===== src/hdl/mscs_pkg.sv =====
`timescale 1ns / 1ps
// ----------------------------------------------------------------------------
// mscs_pkg
// Shared constants, types and helpers for the marching squares segment unit.
// ----------------------------------------------------------------------------
package mscs_pkg;

  localparam int MAX_WIDTH   = 1024;
  localparam int MAX_HEIGHT  = 1024;
  localparam int SAMPLE_BITS = 16;
  localparam int COL_BITS    = $clog2(MAX_WIDTH);
  localparam int ROW_BITS    = $clog2(MAX_HEIGHT);
  localparam int SIZE_BITS   = 11;
  localparam int POS_BITS    = 10;
  localparam int FRAC_BITS   = 16;
  localparam int CFG_BITS    = 16;
  localparam int IDX_BITS    = 2;
  localparam int DIV_CNT_BITS = $clog2(FRAC_BITS + 1);

  typedef logic [SAMPLE_BITS-1:0] sample_t;
  typedef logic [FRAC_BITS-1:0]   frac_t;
  typedef logic [1:0]             edge_t;

  typedef enum logic [IDX_BITS-1:0] {
    REG_THRESHOLD   = 2'd0,
    REG_GRID_WIDTH  = 2'd1,
    REG_GRID_HEIGHT = 2'd2
  } cfg_reg_t;

  typedef enum logic [2:0] {
    ST_IDLE,
    ST_READ,
    ST_CLASS,
    ST_DIV_START,
    ST_DIV_RUN,
    ST_LOAD
  } state_t;

  typedef struct packed {
    logic capture;    // take the input request
    logic classify;   // corners ready: classify, write line buffer, step counters
    logic div_start;  // launch one crossing fraction
    logic store_frac; // divider done: keep its result
    logic seg;        // segment being built
    logic ep;         // 0 first endpoint, 1 second
    logic load;       // move segment into the output register
    logic last;       // final segment of this sample
  } ctrl_cmd_t;

  typedef struct packed {
    logic [1:0] nseg;
    logic       div_busy;
    logic       out_free;
  } ctrl_sts_t;

  function automatic logic [SIZE_BITS-1:0] clamp_size(input logic [SIZE_BITS-1:0] v,
                                                      input int maxv);
    logic [SIZE_BITS-1:0] r;
    if (v < SIZE_BITS'(2)) r = SIZE_BITS'(2);
    else if (v > SIZE_BITS'(maxv)) r = SIZE_BITS'(maxv);
    else r = v;
    return r;
  endfunction

  function automatic sample_t abs_diff(input sample_t a, input sample_t b);
    logic signed [SAMPLE_BITS:0] d;
    logic [SAMPLE_BITS:0] m;
    d = $signed({a[SAMPLE_BITS-1], a}) - $signed({b[SAMPLE_BITS-1], b});
    m = d[SAMPLE_BITS] ? (~d + 1'b1) : d;
    return m[SAMPLE_BITS-1:0];
  endfunction

endpackage


===== src/hdl/mscs_ctrl.sv =====
`timescale 1ns / 1ps
// ----------------------------------------------------------------------------
// mscs_ctrl
// Sequencer: read, classify, then two fractions and one load per segment.
// ----------------------------------------------------------------------------
module mscs_ctrl (
  input  logic                clk,
  input  logic                rst_n,
  input  logic                in_valid,
  output logic                in_ready,
  input  mscs_pkg::ctrl_sts_t sts,
  output mscs_pkg::ctrl_cmd_t cmd
);
  import mscs_pkg::*;

  state_t state_r, state_nxt;
  logic   seg_r, seg_nxt, ep_r, ep_nxt;

  always_ff @(posedge clk) begin
    if (!rst_n) begin
      state_r <= ST_IDLE;
      seg_r   <= 1'b0;
      ep_r    <= 1'b0;
    end else begin
      state_r <= state_nxt;
      seg_r   <= seg_nxt;
      ep_r    <= ep_nxt;
    end
  end

  always_comb begin
    state_nxt = state_r;
    seg_nxt   = seg_r;
    ep_nxt    = ep_r;
    cmd       = '0;
    cmd.seg   = seg_r;
    cmd.ep    = ep_r;
    cmd.last  = seg_r || sts.nseg == 2'd1;
    in_ready  = 1'b0;
    unique case (state_r)
      ST_IDLE: begin
        in_ready = 1'b1;
        if (in_valid) begin
          cmd.capture = 1'b1;
          state_nxt   = ST_READ;
        end
      end
      ST_READ: state_nxt = ST_CLASS;
      ST_CLASS: begin
        cmd.classify = 1'b1;
        seg_nxt      = 1'b0;
        ep_nxt       = 1'b0;
        state_nxt    = ST_DIV_START;
      end
      ST_DIV_START: begin
        if (sts.nseg == 2'd0) begin
          state_nxt = ST_IDLE;
        end else begin
          cmd.div_start = 1'b1;
          state_nxt     = ST_DIV_RUN;
        end
      end
      ST_DIV_RUN: begin
        if (!sts.div_busy) begin
          cmd.store_frac = 1'b1;
          ep_nxt         = ~ep_r;
          state_nxt      = ep_r ? ST_LOAD : ST_DIV_START;
        end
      end
      ST_LOAD: begin
        if (sts.out_free) begin
          cmd.load = 1'b1;
          if (cmd.last) begin
            state_nxt = ST_IDLE;
          end else begin
            seg_nxt   = 1'b1;
            state_nxt = ST_DIV_START;
          end
        end
      end
      default: state_nxt = ST_IDLE;
    endcase
  end

endmodule


===== config.mk =====
export PLATFORM = sky130hd
export DESIGN_NAME = mscs_ctrl
export DESIGN_NICKNAME = d
export VERILOG_FILES = /design/src/hdl/mscs_pkg.sv /design/src/hdl/mscs_ctrl.sv
export SDC_FILE = /design/constraint.sdc
export NUM_CORES = 1
export LEC_CHECK = 0
export BUFFER_PORTS_ARGS = -buffer_cell sky130_fd_sc_hd__buf_4
export CAP_MARGIN = 20
export CELL_PAD_IN_SITES_DETAIL_PLACEMENT = 1
export CELL_PAD_IN_SITES_GLOBAL_PLACEMENT = 2
export CORE_MARGIN = 3
export CORE_UTILIZATION = 19
export DETAILED_ROUTE_END_ITERATION = 10
export PLACE_DENSITY_LB_ADDON = 0.1
export RECOVER_POWER = 50
export SYNTH_ARGS = -nofsm -noshare
export SYNTH_HDL_FRONTEND = slang
export SYNTH_SLANG_ARGS = --single-unit

===== constraint.sdc =====
create_clock -name clk -period 1.4 [get_ports clk]
set_clock_uncertainty 0.15 [all_clocks]
set_input_delay 0.07 -clock clk [delete_from_list [all_inputs] [get_ports clk]]
set_output_delay 0.07 -clock clk [all_outputs]
set_load 0.005 [all_outputs]

Yosys cells after proc, flatten, opt, wreduce, memory -nomap -nowiden

Cells that the tools add are included.

Muxes and demuxes: 22
Equal/unequal tests: 10
Bitwise logic cells: 1
Reduce and logical (&&, ||, !) cells: 8

Operators with widths:

| kind                                                             | number |
|---|---|
| 3-bit one-hot mux with 6 select lines                            | 1 |
| 3-bit 2-to-1 mux                                                 | 5 |
| 1-bit 2-to-1 mux                                                 | 13 |
| 2-bit != test (second input constant)                            | 4 |
| 3-bit by 2-bit == test with 1-bit output (second input constant) | 2 |
| 3-bit == test (second input constant)                            | 2 |
| 3-bit AND reduction                                              | 2 |
| 1-bit one-hot mux with 2 select lines                            | 2 |
| 2-bit nonzero test                                               | 2 |
| 3-bit by 1-bit == test with 1-bit output (second input constant) | 1 |
| 3-bit zero test                                                  | 1 |
| 2-bit by 1-bit == test with 1-bit output (second input constant) | 1 |
| 2-bit zero test                                                  | 1 |
| 2-bit 2-to-1 mux                                                 | 1 |
| 2-bit AND reduction                                              | 1 |
| 1-bit logical OR                                                 | 1 |
| 1-bit inverter                                                   | 1 |

Logic and storage cells: 44
Bits of input ports: 7
Register bits after elaboration: 5
Output and inout port bits: 9

Logic depth before layout (Yosys ltp)

Depth in word-level cells: 5
Depth in mapped cells: 5
Depth with buffers taken out: 5

Least setup slack after synthesis

OpenSTA, ideal clock, no wires.

Path kind: register -> register
From: reg state_r[1]
To: reg state_r[0]
Path buffers: 0
Required time: 1,132 ps
Cell stages (with the launch flop): 5
Arrival time: 1,123 ps
Setup time: 118 ps
Path slack: 9 ps
Clock period less this slack: 1,391 ps
Cell sequence: dfxtp_1 -> or2_4 -> o32a_1 -> a32oi_1 -> nor2b_1

Longest elaborated chain between the ends: 3
Elaborated cells on any way between the ends: 11
Classes of those cells: eq/ne (8); mux (1); reduce/logical (2)

RTL lines:

| what                                             | RTL line        | text |
|---|---|---|
| start: declaration                               | mscs_ctrl.sv:16 | `state_t state_r, state_nxt;` |
| start signal: assignment                         | mscs_ctrl.sv:25 | `state_r <= state_nxt;` |
| 3-bit == test or 3-bit zero test (tied branches) | mscs_ctrl.sv:40 | `unique case (state_r)` |
| 2-bit != test (no source line)                   | n/a             |  |
| 3-bit AND reduction (no source line)             | n/a             |  |

Several ways; a longest one is shown, not always the timed one.
A chain may end at the register's enable or synchronous reset.

==> results.md <==
- Vias in the first global route: about 450
- Cell taking the most area after synthesis: dfxtp_1
- Slew Limit Fails: 0
- Layout fillers: about 220
- Min-Delay Path Class: input pin to flop
- Endpoint type of the worst setup path: output port
- Starting density of the core: 0.205
- Top-count cell post-synth: nand2_1
- RSZ-0062 raised after global routing: true
- Clk Latency, worst-skew pair: 0.24 ns
- Hold Crit Depth: 4
- Syn_area_per_cell: 7.16 sq um
- Area grow syn2layout: 80.1%
- Ys async rst share: 0
- CP max FO: 3
- Routability Congestion: about 0.74
- Port buffer count: 15
- Crit path largest cell delay: ~0.31 ns
- Grt total ovfl: 0
- Post-synth cell types: 24
- First-pass GRT wire length: about 2100 um
- CTS Root Cell: clkbuf_4
- # DRC: 0
- DP Worst Slack: 0.0167 ns
- Peak VDD IR: 0.000327 V
- Worst Tran Pin Value: about 0.24 ns
- Final setup violating endpoints: 1
- Static Leak: 0.271 nW
- Number of iterations in the first detailed-routing pass: 4
- Vias per inst: 4.26
- Max Freq: 707 MHz
- Yosys reg bits: 5
- WP data required: about 1.2 ns
- Ys flop type: dfxtp_1
- Cells after Synth: 50
- Sinks on Clock Net: 5
- Die X: 49.4 um
- PwrDens: 783 mW/mm^2
- Antenna viol nets, final: 0
- WS Path Type: flop to output port
- # rows: 15
- Reg area: approximately 110 sq um
- CTS Buf Count: 3
- Slew HR: 0.839
- Fin crit period: ~1.4 ns
- Run status: finished, violations left
- Largest net degree at the start of global routing: 10
- Die Y: roughly 49 um
- Final Cycle Share: 1.01
- CP Launch Type: flop
- Final Hold Fails: 0
- Antenna diode instance count: 0
- Fin Hold WS: between 0.06 and 0.07 ns
- Area of the multi-input gates: between 200 and 300 sq um
- Post-synth EDFFs: 0
- Share of post-route cells with drive strength above 1: 0.527
- Critical-path cell list: or2_4 -> buf_6 -> nor2_4 -> and2_1 -> buf_4
- CP max-delay cell: dfxtp_2
- Top cells by area, synth: dfxtp_1, o21ai_0, nand2_1
- Top cell type's share of synthesized area: 0.280
- Synth cell count leaders: nand2_1, dfxtp_1, nor2_1, o21ai_0, nor2b_1
- Final Worst Setup Slack: -0.0138 ns
- Failing checks: negative setup slack
- DPL Wire Length: between 900 and 1000 um
- Crit path DAT: between 1 and 1.5 ns
- WL per Instance: roughly 12 um
- Number of I/O pins: 16
- Reg2Reg Depth: 4
- Mapped Nets: 57
- Full die area: between 0.002 and 0.0025 sq mm
- Final wirelength: 1190 um
- Detailed Route Iter0 Violations: 5
- Htree depth: 1
- Mapped Area: roughly 360 sq um
- Number of synthesis warnings: 0
- Via Count: approximately 420
- Final nets: 82
- Bufs on Longest Clock Path: 2
- Clk pin slew, worst setup/hold paths: about 0.04 ns
- Core footprint: about 0.0017 sq mm
- CTS tree: built
- MaxCap Viol Count: 0
- Initial antenna violation count: 0
- GRT Util Overall: 0.112
- Sequential element share of the synthesized area: 0.280
[area by class of cell]
type,instances,share of cell area
Clock buffer,4,0.0408
Multi-Input combinational cell,39,0.439
Timing Repair Buffer,24,0.295
Inverter,2,0.0117
Sequential cell,5,0.165
Tap cell,25,0.0485
[per-layer routing]
layer | part of all wire | global-route usage
met1 | 0.50 | 0.153
met4 | 0 | 0.0415
met2 | 0.45 | 0.172
met3 | 0.051 | 0.0245
met5 | 0 | 0
[worst paths after layout]
kind	startpoint	endpoint	slack, ns
max	state_r[1]$_SDFFE_PN0P_	cmd[7]	-0.01
min	sts[1]	ep_r$_SDFFE_PN0P_	0.06
max reg2reg	state_r[1]$_SDFFE_PN0P_	state_r[0]$_SDFFE_PN0P_	0.03
min reg2reg	ep_r$_SDFFE_PN0P_	ep_r$_SDFFE_PN0P_	0.41
[kinds of logic (layout without fill, tap and decap cells)]
logic type             after synthesis  after routing  synth area share
AND/OR/NAND/NOR                     22             22             0.315
buffers and inverters                6             30            0.0909
AO/OA/AOI/OAI                       17             17             0.315
flip-flops                           5              5             0.280
[timing repair]
action                                  4_1_cts  5_1_grt
buffers inserted                              1        0
hold endpoints to repair                      5        0
endpoints found under the setup margin        7       10
gates cloned                                  0        0
hold buffers                                  1        0
pin swaps                                     1        2
resized for setup                            11       11
[sequential cells by signal (all words and copies together), names as in the netlist]
name     flops
state_r      3
ep_r         1
seg_r        1
[critical path: cells and delay by family (launching register included)]
kind,cells,cell delay [ns]
simple gates,3,0.43
flops,1,0.31
buf+inv,2,0.22
[through the flow]
step,cell area [sq um],TNS (ns),power (mW),utilization,std cells
final,644,-0.0138,0.504,0.369,99
after global routing,644,-0.178,0.545,0.369,99
after CTS,608,-0.0809,0.503,0.348,99
after detailed placement,529,0,0.306,0.303,93
after global placement,529,0,0.307,0.303,93
after floorplan,358,0,0.227,-,50
[layout by cell type, fill, tap and decap left out, drive strengths merged, types with 2 or more instances in the layout]
master  instances
a21oi           2
o31ai           2
clkbuf          6
inv             2
dfxtp           5
a21boi          2
nor2b           3
buf            21
nor2            5
nand2b          2
o21ai           5
nand2           6
[power by group]
part           internal [mW]  switching, mW
sequential             0.150        0.00532
clock                  0.108         0.0573
combinational          0.102         0.0818
total                  0.360          0.144
Power figures use the tool's default switching activity.
